$ cat config.mk
export PLATFORM = sky130hd
export DESIGN_NAME = rf_switch_frame_encoder_unit
export DESIGN_NICKNAME = d
export VERILOG_FILES = /design/src/hw/rtl/rfse_pkg.sv /design/src/hw/rtl/rfse_front.sv /design/src/hw/rtl/rfse_queue.sv /design/src/hw/rtl/rfse_back.sv /design/src/hw/rtl/rf_switch_frame_encoder_unit.sv
export VERILOG_INCLUDE_DIRS = /design/src /design/src/hw/rtl
export SDC_FILE = /design/constraint.sdc
export NUM_CORES = 1
export LEC_CHECK = 0
export ABC_AREA = 1
export BUFFER_PORTS_ARGS = -buffer_cell sky130_fd_sc_hd__buf_2
export CORE_ASPECT_RATIO = 0.75
export CORE_MARGIN = 2
export CORE_UTILIZATION = 30
export DETAILED_ROUTE_END_ITERATION = 8
export PLACE_DENSITY = 0.57
export SLEW_MARGIN = 20
export SYNTH_ARGS = -nofsm -noshare
export SYNTH_HDL_FRONTEND = slang
export SYNTH_SLANG_ARGS = --single-unit
export TNS_END_PERCENT = 30
$ cat constraint.sdc
create_clock -name clock -period 7.3 [get_ports clock]
set_input_delay 1.46 -clock clock [delete_from_list [all_inputs] [get_ports clock]]
set_output_delay 1.46 -clock clock [all_outputs]
set_load 0.01 [all_outputs]
$ cat src/hw/rtl/rf_switch_frame_encoder_unit_assert.svh
// assertion macros for the frame encoder
`ifndef RF_SWITCH_FRAME_ENCODER_UNIT_ASSERT_SVH
`define RF_SWITCH_FRAME_ENCODER_UNIT_ASSERT_SVH

// same-cycle implication
`define RFSE_ASSERT_IMPLY(name, clk, rst, ante, cons) \
   name: assert property (@(posedge clk) disable iff (rst) (ante) |-> (cons)) \
      else $error("rfse check failed");

// next-cycle implication
`define RFSE_ASSERT_NEXT(name, clk, rst, ante, cons) \
   name: assert property (@(posedge clk) disable iff (rst) (ante) |=> (cons)) \
      else $error("rfse check failed");

`endif

$ cat src/hw/rtl/rfse_pkg.sv
`timescale 1ns / 1ps
`default_nettype none
package rfse_pkg;

   localparam int SYNC_ZEROS_DEFAULT = 12;
   // sync one bit, five bytes with parity, closing bit
   localparam int FRAME_TAIL_BITS = 47;
   localparam int QUEUE_DEPTH_DEFAULT = 2;

   localparam logic [7:0] CMD_ON_BYTE = 8'h10;
   localparam logic [7:0] CMD_OFF_BYTE = 8'h00;

   localparam logic [15:0] SHORT_PULSE_RESET = 16'd400;
   localparam logic [15:0] LONG_PULSE_RESET = 16'd600;
   localparam logic [15:0] TAIL_GAP_RESET = 16'd10000;
   localparam logic [7:0] CHECKSUM_SEED_RESET = 8'd6;

   localparam int CSR_ADDR_W = 4;
   localparam int CSR_DATA_W = 32;

   typedef enum logic [1:0] {
      REG_SHORT_PULSE = 2'd0,
      REG_LONG_PULSE = 2'd1,
      REG_TAIL_GAP = 2'd2,
      REG_CHECKSUM_SEED = 2'd3
   } reg_index_type;

   typedef enum logic [1:0] {
      CMD_OFF = 2'd0,
      CMD_ON = 2'd1,
      CMD_DIM = 2'd2,
      CMD_RESERVED = 2'd3
   } cmd_kind_type;

   typedef struct packed {
      logic [15:0] housecode;
      logic [7:0] unit;
      logic [1:0] cmd_kind;
      logic [7:0] dim_level;
   } req_type;

   typedef struct packed {
      logic bit_value;
      logic [16:0] first_pulse;
      logic [16:0] second_pulse;
      logic last_bit;
   } rsp_type;

   typedef struct packed {
      logic [15:0] short_pulse;
      logic [15:0] long_pulse;
      logic [15:0] tail_gap;
   } pulse_cfg_type;

endpackage
`default_nettype wire

$ cat src/hw/rtl/rfse_front.sv
`timescale 1ns / 1ps
`default_nettype none
module rfse_front #(
   parameter int SyncZeros = rfse_pkg::SYNC_ZEROS_DEFAULT,
   localparam int FrameBits = SyncZeros + rfse_pkg::FRAME_TAIL_BITS
) (
   input wire logic req_valid,
   output logic req_stall,
   input wire rfse_pkg::req_type req_data,
   input wire logic [7:0] checksum_seed,
   input wire logic q_full,
   output logic q_push,
   output logic [FrameBits-1:0] q_frame
);

   logic [7:0] cmd_byte;
   logic [7:0] house_hi;
   logic [7:0] house_lo;
   logic [7:0] checksum;

   always_comb begin
      unique case (rfse_pkg::cmd_kind_type'(req_data.cmd_kind))
         rfse_pkg::CMD_OFF: begin
            cmd_byte = rfse_pkg::CMD_OFF_BYTE;
         end
         rfse_pkg::CMD_ON: begin
            cmd_byte = rfse_pkg::CMD_ON_BYTE;
         end
         default: begin
            cmd_byte = req_data.dim_level;
         end
      endcase
   end

   assign house_hi = req_data.housecode[15:8];
   assign house_lo = req_data.housecode[7:0];
   assign checksum = checksum_seed + house_hi + house_lo + req_data.unit + cmd_byte;

   assign req_stall = q_full;
   assign q_push = req_valid && !q_full;

   // bits leave from the top end of the frame vector
   assign q_frame = {{SyncZeros{1'b0}}, 1'b1,
                     house_hi, ^house_hi,
                     house_lo, ^house_lo,
                     req_data.unit, ^req_data.unit,
                     cmd_byte, ^cmd_byte,
                     checksum, ^checksum,
                     1'b0};

endmodule
`default_nettype wire

$ cat src/hw/rtl/rfse_queue.sv
`timescale 1ns / 1ps
`default_nettype none
module rfse_queue #(
   parameter int Width = 59,
   parameter int Depth = rfse_pkg::QUEUE_DEPTH_DEFAULT,
   localparam int PtrW = (Depth > 1) ? $clog2(Depth) : 1,
   localparam int CntW = $clog2(Depth + 1)
) (
   input wire logic clock,
   input wire logic reset,
   input wire logic push,
   input wire logic [Width-1:0] push_data,
   output logic full,
   input wire logic pop,
   output logic head_valid,
   output logic [Width-1:0] head_data
);

   localparam logic [PtrW-1:0] LastPtr = PtrW'(Depth - 1);
   localparam logic [CntW-1:0] FullCount = CntW'(Depth);

   logic [Width-1:0] entry_ff [Depth];
   logic [PtrW-1:0] wr_ptr_ff, wr_ptr_in;
   logic [PtrW-1:0] rd_ptr_ff, rd_ptr_in;
   logic [CntW-1:0] count_ff, count_in;
   logic do_push;
   logic do_pop;

   assign full = (count_ff == FullCount);
   assign head_valid = (count_ff != '0);
   assign head_data = entry_ff[rd_ptr_ff];
   assign do_push = push && !full;
   assign do_pop = pop && head_valid;

   always_comb begin
      wr_ptr_in = wr_ptr_ff;
      rd_ptr_in = rd_ptr_ff;
      count_in = count_ff;
      if (do_push) begin
         wr_ptr_in = (wr_ptr_ff == LastPtr) ? '0 : wr_ptr_ff + 1'b1;
      end
      if (do_pop) begin
         rd_ptr_in = (rd_ptr_ff == LastPtr) ? '0 : rd_ptr_ff + 1'b1;
      end
      if (do_push && !do_pop) begin
         count_in = count_ff + 1'b1;
      end else if (do_pop && !do_push) begin
         count_in = count_ff - 1'b1;
      end
   end

   always_ff @(posedge clock) begin
      if (reset) begin
         wr_ptr_ff <= '0;
         rd_ptr_ff <= '0;
         count_ff <= '0;
      end else begin
         wr_ptr_ff <= wr_ptr_in;
         rd_ptr_ff <= rd_ptr_in;
         count_ff <= count_in;
      end
   end

   always_ff @(posedge clock) begin
      if (do_push) begin
         entry_ff[wr_ptr_ff] <= push_data;
      end
   end

endmodule
`default_nettype wire

$ cat src/hw/rtl/rfse_back.sv
`timescale 1ns / 1ps
`default_nettype none
module rfse_back #(
   parameter int SyncZeros = rfse_pkg::SYNC_ZEROS_DEFAULT,
   localparam int FrameBits = SyncZeros + rfse_pkg::FRAME_TAIL_BITS,
   localparam int CntW = $clog2(FrameBits)
) (
   input wire logic clock,
   input wire logic reset,
   input wire rfse_pkg::pulse_cfg_type pulse_cfg,
   input wire logic q_valid,
   input wire logic [FrameBits-1:0] q_frame,
   output logic q_pop,
   output logic rsp_valid,
   input wire logic rsp_stall,
   output rfse_pkg::rsp_type rsp_data
);

   localparam logic [CntW-1:0] StartCount = CntW'(FrameBits - 2);

   logic active_ff, active_in;
   logic [FrameBits-1:0] shift_ff, shift_in;
   logic [CntW-1:0] count_ff, count_in;
   logic rsp_valid_ff, rsp_valid_in;
   rfse_pkg::rsp_type rsp_ff, rsp_in;

   logic advance;
   logic start;
   logic emit;
   logic emit_bit;
   logic emit_last;
   logic [16:0] pulse_len;

   always_comb begin
      advance = !rsp_valid_ff || !rsp_stall;
      start = advance && !active_ff && q_valid;
      emit = advance && (active_ff || q_valid);
      emit_bit = active_ff ? shift_ff[FrameBits-1] : q_frame[FrameBits-1];
      emit_last = active_ff && (count_ff == '0);
      pulse_len = emit_bit ? {1'b0, pulse_cfg.long_pulse} : {1'b0, pulse_cfg.short_pulse};
      q_pop = start;

      active_in = active_ff;
      shift_in = shift_ff;
      count_in = count_ff;
      if (start) begin
         active_in = 1'b1;
         shift_in = q_frame << 1;
         count_in = StartCount;
      end else if (advance && active_ff) begin
         shift_in = shift_ff << 1;
         if (emit_last) begin
            active_in = 1'b0;
         end else begin
            count_in = count_ff - 1'b1;
         end
      end

      rsp_valid_in = rsp_valid_ff;
      rsp_in = rsp_ff;
      if (advance) begin
         rsp_valid_in = emit;
         rsp_in.bit_value = emit_bit;
         rsp_in.first_pulse = pulse_len;
         rsp_in.second_pulse = emit_last ? pulse_len + {1'b0, pulse_cfg.tail_gap}
                                         : pulse_len;
         rsp_in.last_bit = emit_last;
      end
   end

   always_ff @(posedge clock) begin
      if (reset) begin
         active_ff <= 1'b0;
         count_ff <= '0;
         rsp_valid_ff <= 1'b0;
      end else begin
         active_ff <= active_in;
         count_ff <= count_in;
         rsp_valid_ff <= rsp_valid_in;
      end
   end

   always_ff @(posedge clock) begin
      shift_ff <= shift_in;
      rsp_ff <= rsp_in;
   end

   assign rsp_valid = rsp_valid_ff;
   assign rsp_data = rsp_ff;

endmodule
`default_nettype wire

$ cat src/hw/rtl/rf_switch_frame_encoder_unit.sv
// channel | direction | handshake              | payload
// req     | in        | req_valid / req_stall  | rfse_pkg::req_type
// rsp     | out       | rsp_valid / rsp_stall  | rfse_pkg::rsp_type, one per frame bit
// csr     | in/out    | apb write, pready high | four pulse and checksum registers
//
// a command gives SyncZeros+47 bit transfers (59 by default), one per cycle from the
// back serializer while rsp_stall is low; frames follow back to back with no gap
// reset clears the queue, the serializer and the output valid flag; registers take defaults
// req_stall is high while the frame queue (QueueDepth entries, two by default) is full
// rsp_stall holds the output register and pauses the serializer
`timescale 1ns / 1ps
`default_nettype none
`include "rf_switch_frame_encoder_unit_assert.svh"
module rf_switch_frame_encoder_unit #(
   parameter int SyncZeros = rfse_pkg::SYNC_ZEROS_DEFAULT,
   parameter int QueueDepth = rfse_pkg::QUEUE_DEPTH_DEFAULT
) (
   input wire logic clock,
   input wire logic reset,
   input wire logic req_valid,
   output logic req_stall,
   input wire rfse_pkg::req_type req_data,
   output logic rsp_valid,
   input wire logic rsp_stall,
   output rfse_pkg::rsp_type rsp_data,
   input wire logic csr_psel,
   input wire logic csr_penable,
   input wire logic csr_pwrite,
   input wire logic [rfse_pkg::CSR_ADDR_W-1:0] csr_paddr,
   input wire logic [rfse_pkg::CSR_DATA_W-1:0] csr_pwdata,
   output logic [rfse_pkg::CSR_DATA_W-1:0] csr_prdata,
   output logic csr_pready
);

   localparam int FrameBits = SyncZeros + rfse_pkg::FRAME_TAIL_BITS;

   logic [15:0] short_pulse_ff, short_pulse_in;
   logic [15:0] long_pulse_ff, long_pulse_in;
   logic [15:0] tail_gap_ff, tail_gap_in;
   logic [7:0] checksum_seed_ff, checksum_seed_in;
   logic csr_write;
   rfse_pkg::reg_index_type csr_index;
   rfse_pkg::pulse_cfg_type pulse_cfg;

   logic q_full;
   logic q_push;
   logic q_pop;
   logic q_valid;
   logic [FrameBits-1:0] push_frame;
   logic [FrameBits-1:0] head_frame;

   assign csr_pready = 1'b1;
   assign csr_write = csr_psel && csr_penable && csr_pwrite && csr_pready;
   assign csr_index = rfse_pkg::reg_index_type'(csr_paddr[3:2]);

   always_comb begin
      short_pulse_in = short_pulse_ff;
      long_pulse_in = long_pulse_ff;
      tail_gap_in = tail_gap_ff;
      checksum_seed_in = checksum_seed_ff;
      if (csr_write) begin
         unique case (csr_index)
            rfse_pkg::REG_SHORT_PULSE: short_pulse_in = csr_pwdata[15:0];
            rfse_pkg::REG_LONG_PULSE: long_pulse_in = csr_pwdata[15:0];
            rfse_pkg::REG_TAIL_GAP: tail_gap_in = csr_pwdata[15:0];
            rfse_pkg::REG_CHECKSUM_SEED: checksum_seed_in = csr_pwdata[7:0];
            default: begin
            end
         endcase
      end
   end

   always_comb begin
      unique case (csr_index)
         rfse_pkg::REG_SHORT_PULSE: csr_prdata = {16'd0, short_pulse_ff};
         rfse_pkg::REG_LONG_PULSE: csr_prdata = {16'd0, long_pulse_ff};
         rfse_pkg::REG_TAIL_GAP: csr_prdata = {16'd0, tail_gap_ff};
         rfse_pkg::REG_CHECKSUM_SEED: csr_prdata = {24'd0, checksum_seed_ff};
         default: csr_prdata = '0;
      endcase
   end

   always_ff @(posedge clock) begin
      if (reset) begin
         short_pulse_ff <= rfse_pkg::SHORT_PULSE_RESET;
         long_pulse_ff <= rfse_pkg::LONG_PULSE_RESET;
         tail_gap_ff <= rfse_pkg::TAIL_GAP_RESET;
         checksum_seed_ff <= rfse_pkg::CHECKSUM_SEED_RESET;
      end else begin
         short_pulse_ff <= short_pulse_in;
         long_pulse_ff <= long_pulse_in;
         tail_gap_ff <= tail_gap_in;
         checksum_seed_ff <= checksum_seed_in;
      end
   end

   assign pulse_cfg = '{short_pulse: short_pulse_ff,
                        long_pulse: long_pulse_ff,
                        tail_gap: tail_gap_ff};

   rfse_front #(
      .SyncZeros(SyncZeros)
   ) u_front (
      .req_valid(req_valid),
      .req_stall(req_stall),
      .req_data(req_data),
      .checksum_seed(checksum_seed_ff),
      .q_full(q_full),
      .q_push(q_push),
      .q_frame(push_frame)
   );

   rfse_queue #(
      .Width(FrameBits),
      .Depth(QueueDepth)
   ) u_queue (
      .clock(clock),
      .reset(reset),
      .push(q_push),
      .push_data(push_frame),
      .full(q_full),
      .pop(q_pop),
      .head_valid(q_valid),
      .head_data(head_frame)
   );

   rfse_back #(
      .SyncZeros(SyncZeros)
   ) u_back (
      .clock(clock),
      .reset(reset),
      .pulse_cfg(pulse_cfg),
      .q_valid(q_valid),
      .q_frame(head_frame),
      .q_pop(q_pop),
      .rsp_valid(rsp_valid),
      .rsp_stall(rsp_stall),
      .rsp_data(rsp_data)
   );

   `RFSE_ASSERT_IMPLY(a_no_push_when_full, clock, reset, q_full, !q_push)
   `RFSE_ASSERT_IMPLY(a_last_bit_is_zero, clock, reset,
      rsp_valid && rsp_data.last_bit,
      !rsp_data.bit_value && rsp_data.first_pulse == {1'b0, short_pulse_ff})
   `RFSE_ASSERT_IMPLY(a_equal_pulses, clock, reset,
      rsp_valid && !rsp_data.last_bit, rsp_data.first_pulse == rsp_data.second_pulse)
   `RFSE_ASSERT_NEXT(a_stall_holds_last, clock, reset,
      rsp_valid && rsp_stall && rsp_data.last_bit, rsp_valid && rsp_data.last_bit)

endmodule
`default_nettype wire
==> results.toml <==
[layout]
nNetsFinal = 1514
syn2layout_area_growth_pct = 16.0
final_cell_mix = "nand2_1, edfxtp_1, nor2_1"
stdcell_count = 1933
drive_above_1_share = 0.135
fill_cells = 4051
layout_commonest_cell = "nand2_1"

[global_route]
grt_start_max_net_pins = 103
total_routing_resource_utilization_after_global_routing = 0.141
vias_in_the_first_global_route = 8496
grt_pass1_wl_um = 46600
grt_antenna_before_repair = 8
overflow = 0

[timing]
final_hold_viol_count = 0
max_freq_mhz = 215
grt_setup_unrepaired = "false"
tns_ps = 0
finalWorstPathRequiredPeriod_ps = 4650
timing.final.crit_share = 0.637
timing_max_transition_violations_final = 0
hold-worst-slack_ps = 478
slew-limit-headroom = 0.299
setup_violations = 0
finClkSkew_ps = 28.6
max_slew.worst_pin.slew_ps = 1050

[setup_path]
critPathSlowestCell = "fa_1"
critPathCaptureType = "flop"
worst_r2r_start = "u_back.active_ff"
cp_top_family = "adder cells"
path_depth = 16
worstSetupStartpointType = "primary input"
r2r_setup_slack_ps = 3900
crit_path_max_incr_delay_ps = 640
arrival_ps = 4920
critPathRequiredTime_ps = 7570
critPathLaunch = "req_data[11]"
critPathBufInv = 4
worst_path_most_repeated_cell = "fa_1"
timing.setup.critical_path_class = "primary input to flop"
critical_path.cell_chain = "buf_2 > inv_1 > fa_1 > fa_1 > fa_1 > inv_1 > ha_1 > fa_1 > xor2_1 > nand2_1 > nand3b_1 > nand2_1 > inv_1 > nand3_1 > nand3_1 > nand2_1"
worstPathMaxFanout = 4
reg2reg_depth = 15

[clock_network]
clock_tree.htree_level_count = 1
cts.reportedPaths.clkPinSlew_ps = 60
tritoncts = "built"
insertion_delay_ps = 560
post_cts_buffers = 0
cts.sink_count = 251
root_buffer = "clkbuf_16"
cts.hold.buffers_added = 0
tritoncts_buffer_count = 27
maximum_buffer_depth_of_the_clock_tree = 3
cts_resized = 0

[drt]
post_drt_via_cell_ratio = 4.62
post-route-drc-count = 0
drt_first_iter_violations = 649
antenna_left = 0
firstDrtPassIters = 5
vias = 8929
wire_per_inst_um = 15.5
postRouteWirelength_um = 29900

[power]
pwr-share-comb = 0.308
power.density_cell_area_nw_per_um2 = 379
power_switching_uw = 1830
ir_drop_v = 0.000264
power.switching_fraction = 0.341
clk_pwr_share = 0.277
leakage_uw = 0.00602
internal_power_uw = 3530
sequentialPowerShare = 0.415

[logic_synthesis]
yosys_register_bits = 251
synth_cell_types = 36
post_synth.cell_area_avg_um2 = 9.46
post_synthesis_cells = 1287
synth_area_um2 = 12200
yosysSeqAreaShare = 0.563
synth-warning-count = 0

[placed_design]
gpl.final_weighted_congestion = 0.856
dpl.hpwl_um = 20700
port-buffer-count = 111
place.detailed.instances = 1880

[die]
placementRows = 63
core_region_area_um2 = 39700
fp.dieH_um = 178
die_extent_in_x_um = 237
floorplan.die_area_um2 = 42200
initial_standard_cell_utilization_of_the_core = 0.306
boundaryPins = 148

[min_path]
holdCritStartpoint = "long_pulse_ff[12]"
min_path_cells = 2
worstHoldPathType = "flop to flop"

[flow_run]
cap_violations = 0

[run_status]
outcome = "finished clean"
power by group through the flow:
stage	Sequential, uW	Clock, uW	Combinational (uW)
6_report	2220	1480	1650
5_1_grt	2260	1560	1880
4_1_cts	2230	1510	1670
3_5_place_dp	2250	0	1660
3_3_place_gp	2240	0	1630
2_1_floorplan	2280	0	1170
per-stage QoR:
| stage | setup slack, ps | power (uW) | instance area [um2] | utilization |
|---|---|---|---|---|
| floorplan | 2660 | 3450 | 12200 | - |
| CTS | 2660 | 5410 | 14100 | 0.355 |
| global placement | 2130 | 3880 | 13100 | 0.331 |
| finish | 2650 | 5350 | 14100 | 0.355 |
| detailed placement | 2100 | 3910 | 13100 | 0.331 |
| global route | 2400 | 5700 | 14100 | 0.355 |
worst reg2reg max path, cell delays in order, from the launching register on:
cell and delay [ps]:
dfxtp_1 470, nand2_2 400, o21ai_0 530, ha_1 260, inv_1 60, fa_1 380, inv_1 90, nand2_1 70
o21ai_2 240, nand2_1 80, nand2_1 160, inv_1 70, o21ai_2 140, nand2_1 70, nand3_1 60, nand2_1 70
final timing paths:
kind	endpoint
setup / recovery	u_queue.entry_ff[1][0]
hold / removal	long_pulse_ff[12]
hold reg to reg	long_pulse_ff[12]
setup reg to reg	u_back.rsp_data[9]
kinds of logic after synthesis:
logic type,Yosys count,synth area share
compound gates,195,0.0918
xor+xnor,34,0.0245
fa+ha+maj,48,0.0623
buf+inv,200,0.0729
flops,251,0.563
other cells,2,0.000617
simple gates,557,0.185
per-layer routing:
| metal | GRT usage | wire (um) | up-vias |
|---|---|---|---|
| met1 | 0.195 | 14300 | 4249 |
| met3 | 0.0294 | 1460 | 55 |
| met4 | 0.0393 | 714 | 4 |
| met2 | 0.224 | 13400 | 178 |
| met5 | 0 | 30 | - |
| li1 | - | - | 4443 |
Yosys cell counts:
cell type  number  area [um2]
a211o_1         1        8.76
a21boi_0        1        7.51
a21oi_1        39         195
a21oi_2         1        8.76
a31oi_1        45         282
buf_2          13        65.1
buf_4          24         180
buf_6           4        45.0
clkbuf_1       19        71.3
clkinv_1        1        3.75
conb_1          2        7.51
dfxtp_1        69        1380
edfxtp_1      182        5470
fa_1           21         420
ha_1           27         338
inv_1         132         495
inv_2           7        26.3
nand2_1       318        1190
nand2_2         3        18.8
nand3_1        51         255
nand3b_1        7        52.6
nand4_1         5        31.3
nor2_1        157         589
nor2_2          3        18.8
nor2_4          2        22.5
nor3_1          4        20.0
nor3_4          1        16.3
o2111ai_1       8        70.1
o211ai_1       11        82.6
o21a_1          4        30.0
o21ai_0        80         400
o21ai_1         3        15.0
o21ai_2         2        17.5
or2_2           6        37.5
xnor2_1        25         219
xor2_1          9        78.8
registers in the layout, summed over array words and instances, names as in the netlist, named ones only:
signal / cells
checksum_seed_ff: 8
u_queue.rd_ptr_ff: 1
tail_gap_ff: 16
u_back.rsp_data: 35
u_queue.entry_ff: 90
u_back.shift_ff: 57
u_back.active_ff: 1
u_queue.count_ff: 2
u_back.rsp_valid: 1
u_queue.wr_ptr_ff: 1
u_back.count_ff: 6
long_pulse_ff: 16
short_pulse_ff: 16
cell type report:
type                            instances  area, um2  share of cell area
Inverter                              140        526              0.0372
Clock buffer                           36        759              0.0538
Antenna cell                            3       7.51            0.000532
Tap cell                              520        651              0.0461
Clock inverter                         14        206              0.0146
Multi-Input combinational cell        852       4520               0.320
Sequential cell                       251       6850               0.485
Timing Repair Buffer                  117        601              0.0426
Note: power is estimated with default switching activity, not from simulation.
